### config.mk
export PLATFORM = sky130hd
export DESIGN_NAME = dwt2d4_ctrl
export DESIGN_NICKNAME = d
export VERILOG_FILES = /design/src/rtl/dwt2d4_pkg.sv /design/src/rtl/dwt2d4_ctrl.sv
export VERILOG_INCLUDE_DIRS = /design/src /design/src/rtl
export SDC_FILE = /design/constraint.sdc
export NUM_CORES = 1
export LEC_CHECK = 0
export BUFFER_PORTS_ARGS = -buffer_cell sky130_fd_sc_hd__clkbuf_2
export CAP_MARGIN = 20
export CORE_UTILIZATION = 45
export CTS_CLUSTER_DIAMETER = 60
export CTS_CLUSTER_SIZE = 20
export DETAILED_ROUTE_END_ITERATION = 7
export PLACE_DENSITY = 0.72
export SETUP_SLACK_MARGIN = 0.15
export SYNTH_ARGS = -nofsm -noshare
export SYNTH_HDL_FRONTEND = slang
export SYNTH_SLANG_ARGS = --single-unit
### constraint.sdc
create_clock -name i_clk -period 4.2 [get_ports i_clk]
set_clock_uncertainty 0.15 [all_clocks]
set_input_delay 0.63 -clock i_clk [delete_from_list [all_inputs] [get_ports i_clk]]
set_output_delay 0.63 -clock i_clk [all_outputs]
set_load 0.005 [all_outputs]
### src/rtl/dwt2_daubechies4_one_level_unit_macros.svh
// Assertion macros for the db2 one-level wavelet unit.
`ifndef DWT2_DAUBECHIES4_ONE_LEVEL_UNIT_MACROS_SVH
`define DWT2_DAUBECHIES4_ONE_LEVEL_UNIT_MACROS_SVH

`ifndef SYNTHESIS

// Checked on every rising edge once reset is released.
`define DWT_ASSERT(lbl, clk, rst_n, prop, msg) \
    lbl: assert property (@(posedge clk) disable iff (!rst_n) prop) else $error(msg);

// Checked on every rising edge, reset included.
`define DWT_ASSERT_ALWAYS(lbl, clk, prop, msg) \
    lbl: assert property (@(posedge clk) prop) else $error(msg);

`else

`define DWT_ASSERT(lbl, clk, rst_n, prop, msg)
`define DWT_ASSERT_ALWAYS(lbl, clk, prop, msg)

`endif

`endif

### src/rtl/dwt2d4_pkg.sv
// ----------------------------------------------------------------------------
// dwt2d4_pkg
// Shared widths, db2 coefficients, rounding helpers and the command/status
// types between the controller and the datapath.
// ----------------------------------------------------------------------------
package dwt2d4_pkg;

    localparam int MAX_WIDTH      = 4096;
    localparam int MIN_WIDTH      = 4;
    localparam int CNT_W          = $clog2(MAX_WIDTH);
    localparam int CFG_W          = 13;
    localparam int COL_W          = 11;
    localparam logic [CFG_W-1:0] ROW_WIDTH_RST = 13'd1920;

    localparam int TAP_W          = 16;
    localparam int COEF_W         = 16;
    localparam int COEF_FRAC_BITS = 15;
    localparam int RSH            = COEF_FRAC_BITS - 2;
    localparam int V_W            = 19;
    localparam int B_W            = 22;
    localparam int VPROD_W        = TAP_W + COEF_W;
    localparam int VACC_W         = VPROD_W + 2;
    localparam int HPROD_W        = V_W + COEF_W;
    localparam int HACC_W         = HPROD_W + 2;

    // db2 filters in Q1.15, rounded half away from zero
    localparam logic signed [COEF_W-1:0] C_LO [4] = '{
        16'sd15826, 16'sd27411, 16'sd7345, -16'sd4240
    };
    localparam logic signed [COEF_W-1:0] C_HI [4] = '{
        -16'sd4240, -16'sd7345, 16'sd27411, -16'sd15826
    };

    // horizontal window arrangements
    typedef logic [1:0] t_sel;
    localparam t_sel SEL_MID      = 2'd0;  // lw0 lw1 lw2 new
    localparam t_sel SEL_FIRST    = 2'd1;  // lw2 lw1 lw2 new (left mirror)
    localparam t_sel SEL_END_EVEN = 2'd2;  // lw1 lw2 new new
    localparam t_sel SEL_END_ODD  = 2'd3;  // lw2 new new lw2

    typedef struct packed {
        logic             cap_in;
        logic             vmul;
        logic             vsum;
        logic             hmul;
        logic             load;
        logic             shift;
        t_sel             sel;
        logic             last;
        logic [COL_W-1:0] col;
    } t_dp_cmd;

    typedef struct packed {
        logic out_free;
    } t_dp_stat;

    localparam logic signed [VACC_W-1:0] VHALF = VACC_W'(1) <<< (RSH - 1);
    localparam logic signed [VACC_W-1:0] VMAX  = VACC_W'((1 << (V_W - 1)) - 1);
    localparam logic signed [VACC_W-1:0] VMIN  = -VMAX - VACC_W'(1);
    localparam logic signed [HACC_W-1:0] HHALF = HACC_W'(1) <<< (RSH - 1);
    localparam logic signed [HACC_W-1:0] HMAX  = HACC_W'((1 << (B_W - 1)) - 1);
    localparam logic signed [HACC_W-1:0] HMIN  = -HMAX - HACC_W'(1);

    // round half up, then saturate to V_W bits
    function automatic logic signed [V_W-1:0] vert_round(
        input logic signed [VACC_W-1:0] acc
    );
        logic signed [VACC_W-1:0] r;
        r = (acc + VHALF) >>> RSH;
        if (r > VMAX) begin
            r = VMAX;
        end else if (r < VMIN) begin
            r = VMIN;
        end
        return r[V_W-1:0];
    endfunction

    // round half up, then saturate to B_W bits
    function automatic logic signed [B_W-1:0] horz_round(
        input logic signed [HACC_W-1:0] acc
    );
        logic signed [HACC_W-1:0] r;
        r = (acc + HHALF) >>> RSH;
        if (r > HMAX) begin
            r = HMAX;
        end else if (r < HMIN) begin
            r = HMIN;
        end
        return r[B_W-1:0];
    endfunction

endpackage

### src/rtl/dwt2d4_ctrl.sv
// ----------------------------------------------------------------------------
// dwt2d4_ctrl
// Sequencer: column counting, row-width register, emission decisions and
// the step commands for the datapath.
// ----------------------------------------------------------------------------
`include "dwt2_daubechies4_one_level_unit_macros.svh"

module dwt2d4_ctrl (
    input  logic                      i_clk,
    input  logic                      i_rst_n,
    input  logic                      i_in_valid,
    output logic                      o_in_stall,
    input  logic                      i_cfg_valid,
    output logic                      o_cfg_ready,
    input  logic [12:0]               i_cfg_row_width,
    output dwt2d4_pkg::t_dp_cmd       o_cmd,
    input  dwt2d4_pkg::t_dp_stat      i_stat
);
    import dwt2d4_pkg::*;

    localparam logic [2:0] S_IDLE = 3'd0;
    localparam logic [2:0] S_VMUL = 3'd1;
    localparam logic [2:0] S_VSUM = 3'd2;
    localparam logic [2:0] S_HMUL = 3'd3;
    localparam logic [2:0] S_HSUM = 3'd4;

    logic [2:0]       r_state, n_state;
    logic [CNT_W-1:0] r_count, n_count;
    logic [CFG_W-1:0] r_row_width;
    logic             r_emit_a, n_emit_a;
    logic             r_emit_b, n_emit_b;
    logic             r_first, n_first;
    logic             r_phase_b, n_phase_b;
    logic [COL_W-1:0] r_k_a, n_k_a;

    logic [CFG_W-1:0] w_eff;
    logic [CFG_W-1:0] w_m1;
    logic [CNT_W-1:0] col_j;
    logic             accept;
    logic [COL_W-1:0] k_b;

    assign o_cfg_ready = 1'b1;
    assign o_in_stall  = (r_state != S_IDLE);
    assign accept      = i_in_valid && !o_in_stall;

    always_comb begin
        if (r_row_width < CFG_W'(MIN_WIDTH)) begin
            w_eff = CFG_W'(MIN_WIDTH);
        end else if (r_row_width > CFG_W'(MAX_WIDTH)) begin
            w_eff = CFG_W'(MAX_WIDTH);
        end else begin
            w_eff = r_row_width;
        end
    end

    assign w_m1  = w_eff - CFG_W'(1);
    // a counter left beyond a narrowed width restarts the row
    assign col_j = (CFG_W'(r_count) >= w_eff) ? '0 : r_count;
    assign k_b   = w_m1[COL_W:1];

    always_ff @(posedge i_clk) begin
        if (!i_rst_n) begin
            r_row_width <= ROW_WIDTH_RST;
        end else if (i_cfg_valid && o_cfg_ready) begin
            r_row_width <= i_cfg_row_width;
        end
    end

    always_comb begin
        n_state   = r_state;
        n_count   = r_count;
        n_emit_a  = r_emit_a;
        n_emit_b  = r_emit_b;
        n_first   = r_first;
        n_phase_b = r_phase_b;
        n_k_a     = r_k_a;
        o_cmd     = '0;
        o_cmd.sel = r_phase_b ? (w_eff[0] ? SEL_END_ODD : SEL_END_EVEN)
                              : (r_first ? SEL_FIRST : SEL_MID);
        o_cmd.col  = r_phase_b ? k_b : r_k_a;
        o_cmd.last = r_phase_b || !r_emit_b;

        unique case (r_state)
            S_IDLE: begin
                if (accept) begin
                    o_cmd.cap_in = 1'b1;
                    n_emit_a  = (col_j >= CNT_W'(2)) && !col_j[0];
                    n_emit_b  = (CFG_W'(col_j) == w_m1);
                    n_first   = (col_j == CNT_W'(2));
                    n_k_a     = col_j[COL_W:1] - COL_W'(1);
                    n_phase_b = 1'b0;
                    n_count   = (CFG_W'(col_j) == w_m1) ? '0 : col_j + CNT_W'(1);
                    n_state   = S_VMUL;
                end
            end
            S_VMUL: begin
                o_cmd.vmul = 1'b1;
                n_state    = S_VSUM;
            end
            S_VSUM: begin
                o_cmd.vsum = 1'b1;
                if (r_emit_a) begin
                    n_state = S_HMUL;
                end else if (r_emit_b) begin
                    n_phase_b = 1'b1;
                    n_state   = S_HMUL;
                end else begin
                    n_state = S_IDLE;
                end
            end
            S_HMUL: begin
                o_cmd.hmul = 1'b1;
                n_state    = S_HSUM;
            end
            S_HSUM: begin
                if (i_stat.out_free) begin
                    o_cmd.load = 1'b1;
                    if (!r_phase_b && r_emit_b) begin
                        n_phase_b = 1'b1;
                        n_state   = S_HMUL;
                    end else begin
                        n_state = S_IDLE;
                    end
                end
            end
            default: begin
                n_state = S_IDLE;
            end
        endcase

        // window shift as the item retires; the vsum result is ready by then
        o_cmd.shift = (r_state == S_VSUM && !r_emit_a && !r_emit_b) ||
                      (r_state == S_HSUM && i_stat.out_free &&
                       (r_phase_b || !r_emit_b));
    end

    always_ff @(posedge i_clk) begin
        if (!i_rst_n) begin
            r_state   <= S_IDLE;
            r_count   <= '0;
            r_emit_a  <= 1'b0;
            r_emit_b  <= 1'b0;
            r_first   <= 1'b0;
            r_phase_b <= 1'b0;
            r_k_a     <= '0;
        end else begin
            r_state   <= n_state;
            r_count   <= n_count;
            r_emit_a  <= n_emit_a;
            r_emit_b  <= n_emit_b;
            r_first   <= n_first;
            r_phase_b <= n_phase_b;
            r_k_a     <= n_k_a;
        end
    end

    `DWT_ASSERT(a_load_when_free, i_clk, i_rst_n, o_cmd.load |-> i_stat.out_free, "result loaded over an untaken result")
    `DWT_ASSERT(a_accept_starts, i_clk, i_rst_n, accept |=> (r_state == S_VMUL), "accepted item did not start the vertical step")
    `DWT_ASSERT(a_not_last_only_first, i_clk, i_rst_n, (o_cmd.load && !o_cmd.last) |-> (r_emit_b && !r_phase_b), "non-final result outside a two-result item")
    `DWT_ASSERT(a_shift_once, i_clk, i_rst_n, o_cmd.shift |=> (r_state == S_IDLE), "window shift did not retire the item")

endmodule

* After elaboration in Yosys (flattened, before gate mapping)
Index checks and enable logic that the tools add are counted.
** Storage, ports and cells
- Input port bits :: 18
- Word-level logic and storage cells :: 73
- Bits in registers :: 43
- Output and inout port bits :: 22
** Operators by class
- Add/sub/neg operators :: 3
- Mux-type cells :: 27
- Reduce and logical (&&, ||, !) cells :: 20
- Equality and inequality tests :: 11
- Magnitude comparators :: 4
** Operators by type and width (number)
- $mux 13 :: 2
- $mux 12 :: 2
- $pmux 3 s5 :: 1
- $mux 1 :: 14
- $eq 12x13->1 :: 1
- $ge 12x13->1 :: 1
- $gt 13x13->1 const B :: 1
- $lt 13x3->1 const B :: 1
- $sub 13x1->13 const B :: 1
- $add 12x1->12 const B :: 1
- $eq 12x2->1 const B :: 1
- $ge 12x2->1 const B :: 1
- $mux 11 :: 1
- $sub 11x1->11 const B :: 1
- $ne 2x2->1 const B :: 5
- $mux 3 :: 3
- $logic_and 1x1->1 :: 7
- $eq 3x2->1 const B :: 2
- $mux 2 :: 3
- $reduce_and 6->1 :: 1
- $reduce_bool 3->1 :: 2
- $logic_not 1->1 :: 5
- $reduce_and 2->1 :: 2
- $eq 3x1->1 const B :: 1
- 4 further kinds :: 5

* Depth between registers and ports, before layout
- Depth in word-level cells :: 7
- Gate-level depth with buffers :: 23
- Depth with buffers taken out :: 19

* Worst setup path before layout
Ideal clock, no wire load.
- Path kind :: reg-to-reg
- Start :: reg r_row_width[6]
- End :: reg r_count[11]
- Path buffers :: 4
- Required time :: 3992 ps
- Clock period less this slack :: 4304 ps
- Library setup time :: 58 ps
- Arrival time :: 4096 ps
- Cell stages (with the launch flop) :: 24
- Path slack :: -104 ps
- Path through :: dfxtp_1 > buf_6 > nor4_2 > buf_4 > a31oi_1 > nand2_1 > inv_1 > ha_1 > and3_1 > a41o_1 > o21ai_2 > and2_1 > clkbuf_1 > buf_2 > nand2_1 > inv_1 > ha_1 > and4_1 > and3_1 > and4_1 > nand3_1 > or3_1 > a21oi_1 > a21o_1
** On the way
- Word-level cells in the longest chain between the ends :: 7
- Elaborated cells between the ends (all ways) :: 10
- Those cells by class :: 2 x add/sub; 3 x order compare; 1 x eq/ne; 4 x mux
** RTL lines
- start, declared :: RTL line dwt2d4_ctrl.sv:29 : logic [CFG_W-1:0] r_row_width;
- start signal, assigned :: RTL line dwt2d4_ctrl.sv:65 : r_row_width <= i_cfg_row_width;
- $gt 13x13->1 :: RTL line dwt2d4_ctrl.sv:49 : end else if (r_row_width > CFG_W'(MAX_WIDTH)) begin
- $mux 13 :: RTL line dwt2d4_ctrl.sv:49
- $mux 13 * :: RTL line dwt2d4_ctrl.sv:47 : if (r_row_width < CFG_W'(MIN_WIDTH)) begin
- $ge 12x13->1 :: RTL line dwt2d4_ctrl.sv:58 : assign col_j = (CFG_W'(r_count) >= w_eff) ? '0 : r_count;
- $mux 12 :: RTL line dwt2d4_ctrl.sv:58
- $add 12x1->12 or $eq 12x13->1 (tied branches) :: RTL line dwt2d4_ctrl.sv:92 : n_count = (CFG_W'(col_j) == w_m1) ? '0 : col_j + CNT_W'(1);
- $mux 12 * :: RTL line dwt2d4_ctrl.sv:92
- end signal, assigned :: RTL line dwt2d4_ctrl.sv:148 : r_count <= n_count;
- end, declared :: RTL line dwt2d4_ctrl.sv:28 : logic [CNT_W-1:0] r_count, n_count;
Every way passes the cells marked *; elsewhere a longest branch is shown, timed or not.
A chain may end at the register's enable or synchronous reset.

* Final worst setup path
- Start :: reg r_row_width[8]
- End :: reg r_count[11]
The elaborated chain is that of the path after synthesis.

==> impl_results.md <==
* Syn_nets at 492
* Netlist area before placement at 3670 um^2
* Fraction of the cycle the final worst path needs at 95.1%
* FMAX at 250 MHz
* Clock-pin slew of the registers on the worst-case setup and hold paths at 0.09 ns
* Length in cells of the worst reg-to-reg path at 18
* Max FO, Critical Path at 4
* Number of instances in the synthesized netlist at 457
* Standard cell core area at 7810 um^2
* Post-Synth XOR/XNOR Area at 2.35%
* Final max-slew violation count at 0
* Die area at 8530 um^2
* Hold violation count in the final report at 0
* Kind of critical path: reg2reg
* Number of library cell types mapped by synthesis at 76
* Switching power share of the total at 32.2%
* Share of synthesized cell area in and, or, nand and nor gates at 33.0%
* Endpoint type of the worst setup path: register
* Post-detailed-placement cell area at 4020 um^2
* Pin count of the biggest net entering global routing at 53
* Clock Tree Root: clkbuf_8
* Setup slack of the critical path after layout at 0.205 ns
* Type of element launching the critical path: register
* Switch Pwr at 367 uW
* Remaining number of nets flagged by the antenna check after routing at 0
* Number of iterations in the first detailed-routing pass at 4
* Tot Pwr at 1.14 mW
* Cell depth of the worst min-delay path at 2
* Power share of the clock group at 30.8%
* Worst EP arrival at 4.10 ns
* Adder-cell share of the synthesized area at 5.79%
* Post-route cell area at 4300 um^2
* Initial Utilization at 47.1%
* Leading register cell type out of synthesis: dfxtp_1
* Via count of the first global-routing pass at 3338
* Die extent in x at 92.4 um
* Commonest non-fill, non-tap cell in the layout: dfxtp_1
* Cell-internal power at 772 uW
* Register bit count reported by yosys at 43
* Routed vias at 3664
* Power density over the cells at 265 nW/um^2
* Run status: completed
* Number of buffers on the longest clock path at 2
* Async set-or-reset flop fraction in the synthesized netlist at 0%
* Ant. Diodes at 0
* Count of synthesis-stage warnings from yosys at 0
* Largest family of logic cells by synthesized area: simple AND/OR/NAND/NOR gates
* GRT Resource Usage Total at 24.4%
* Post-layout nets at 532
* Number of synthesized flops with an enable pin at 0
* Height of the die at 92.4 um
* Register area share after synthesis at 23.4%
* Reg power frac at 41.0%
* Relative max-transition margin at 37.7%
* Cts-stage hold buffer count at 0
* Global-route wire length before repair at 16700 um
* Cts bufs inserted at 5
* Post-synthesis average cell area at 8.04 um^2
* Setup Slack @ Placement at 0.160 ns
* H-tree level count at 2
* Final min period at 3.99 ns
* Hold/Removal Path Class: reg2reg
* VDD IR max at 0.000166 V
* Share of post-route cells with drive strength above 1 at 28.9%
* Number of port buffers at 38
* Row Count at 32
* GP Congestion at 0.964
* Setup repair after global routing missed its margin: yes
* Fraction of the mapped netlist area in compound gates at 21.3%
* Number of violations reported at the end of detailed-routing iteration 0 at 246
* Part of the power in combinational logic at 28.2%
* Final setup violation count at 0
* Wire per inst at 17.4 um
* Leakage component of the power at 1.89 nW
* Post-detail-place hpwl at 7490 um
* Initial antenna violation count at 0
* Total detailed-routing wirelength at 10500 um
* I/O pin total at 40
* Multiplexer share of the synthesized area at 6.51%
* Number of max-cap violations at 0
* Total DRC errors in the routed layout at 0
* Highest-count cells in the layout ignoring fill and taps: dfxtp_1, nand2_1, clkbuf_2
* Via density at 6.11
* Relative area change from synthesis to final layout at 17.0%
* Total congestion overflow after global routing at 0
* Number of sinks handled by clock tree synthesis at 43
* Transition time of the tightest slew-check pin at 0.934 ns
* Setup total negative slack at 0 ns
* Required @ worst endpoint at 4.30 ns
* CTS tree: done
* Worst skew pair latency at 0.30 ns
## synth_stat cells, types with 3 or more instances
library cell	count	share of area, %
o21ai_0	12	1.6
nor2b_1	15	2.6
a21oi_1	23	3.1
nand4b_1	10	2.4
buf_1	3	0.31
nand3b_1	3	0.61
a211oi_1	8	1.6
nor2_1	25	2.6
o211a_1	4	1.1
clkbuf_1	25	2.6
a21o_1	7	1.4
o21a_1	6	1.2
or3_1	6	1.0
o31ai_1	3	0.61
and3_1	9	1.5
nor3b_1	5	1.0
nor4_1	5	0.85
xnor2_1	5	1.2
mux2i_1	16	4.4
buf_4	4	0.82
buf_2	7	0.95
nand3_1	17	2.3
nor3_1	11	1.5
nand2_1	41	4.2
a211o_1	4	0.95
a31oi_1	9	1.5
mux2_2	7	2.1
or2_2	4	0.68
nand4_1	7	1.2
ha_1	17	5.8
a21boi_0	4	0.82
and4_1	6	1.4
nor4_2	3	1.0
nand2b_1	6	1.0
dfxtp_1	43	23
xor2_1	3	0.72
and2_1	7	1.2
buf_6	5	1.5
inv_1	10	1.0
o211ai_1	6	1.2
## worst max-delay path, stage by stage (launching register included)
cell and delay [ns]:
dfxtp_4 0.37, nor4_4 0.39, and3_4 0.26, o21ai_2 0.05
ha_1 0.35, nand3_1 0.12, o211ai_1 0.15, a31oi_4 0.23
and2_4 0.21, nand2_4 0.07, inv_2 0.09, ha_4 0.13
and4_4 0.24, and3_4 0.20, and4_4 0.23, nand3_2 0.08
or3_4 0.42, a21oi_2 0.13, a21o_1 0.08
## power groups by stage
stage,registers [mW],logic [mW],clock network (mW)
floorplan,0.459,0.230,0
global route,0.470,0.353,0.382
CTS,0.466,0.315,0.362
detailed placement,0.475,0.312,0
finish,0.467,0.322,0.351
global placement,0.474,0.307,0
## layer usage
metal / vias to the layer above / part of all wire [%] / track usage (%)
li1: 1765 / - / -
met1: 1726 / 43 / 33.2
met2: 157 / 47 / 38.6
met3: 16 / 7.3 / 3.94
met4: 0 / 2.1 / 8.72
met5: - / 0 / 0
## final timing paths
kind             startpoint           to  slack [ns]
min                r_k_a[6]     r_k_a[6]        0.33
max          r_row_width[8]  r_count[11]        0.21
max reg2reg  r_row_width[8]  r_count[11]        0.21
min reg2reg        r_k_a[6]     r_k_a[6]        0.33
## cells by family (layout without fill, tap and decap cells)
| kind of cell | after synthesis | count (layout) |
|---|---|---|
| other cells | 1 | 1 |
| simple gates | 198 | 198 |
| mux | 23 | 23 |
| fa+ha+maj | 17 | 17 |
| compound gates | 109 | 109 |
| buf+inv | 57 | 98 |
| xor+xnor | 9 | 9 |
| flops | 43 | 43 |
## state kept, by name, indices dropped and copies added, names as in the netlist
register	flops
r_emit_b	1
r_emit_a	1
r_count	12
r_row_width	13
r_phase_b	1
r_first	1
r_state	3
r_k_a	11
## per-stage QoR
stage	std cells	hold WS, ns	util (%)
3_5_place_dp	582	0.326	51.4
5_1_grt	600	0.369	55.1
3_3_place_gp	582	0.305	51.4
6_report	600	0.330	55.1
4_1_cts	590	0.339	53.0
2_1_floorplan	457	0.288	-
## timing repair
| action | CTS | global route |
|---|---|---|
| endpoints found under the setup margin | 1 | 7 |
| resized for setup | 1 | 26 |
| cloned | 0 | 1 |
| setup buffers | 0 | 9 |
| pin swaps | 0 | 17 |
## layout make-up
class / instances / area [um^2]
fillers: 753 / 3510
multi-input cells: 357 / 2640
flip-flops and latches: 43 / 865
repair buffers: 78 / 499
well taps: 102 / 128
clock buffers: 6 / 82.6
inverters: 12 / 45.0
clock inverters: 2 / 38.8
No activity file was read; power rests on OpenSTA's default activity.
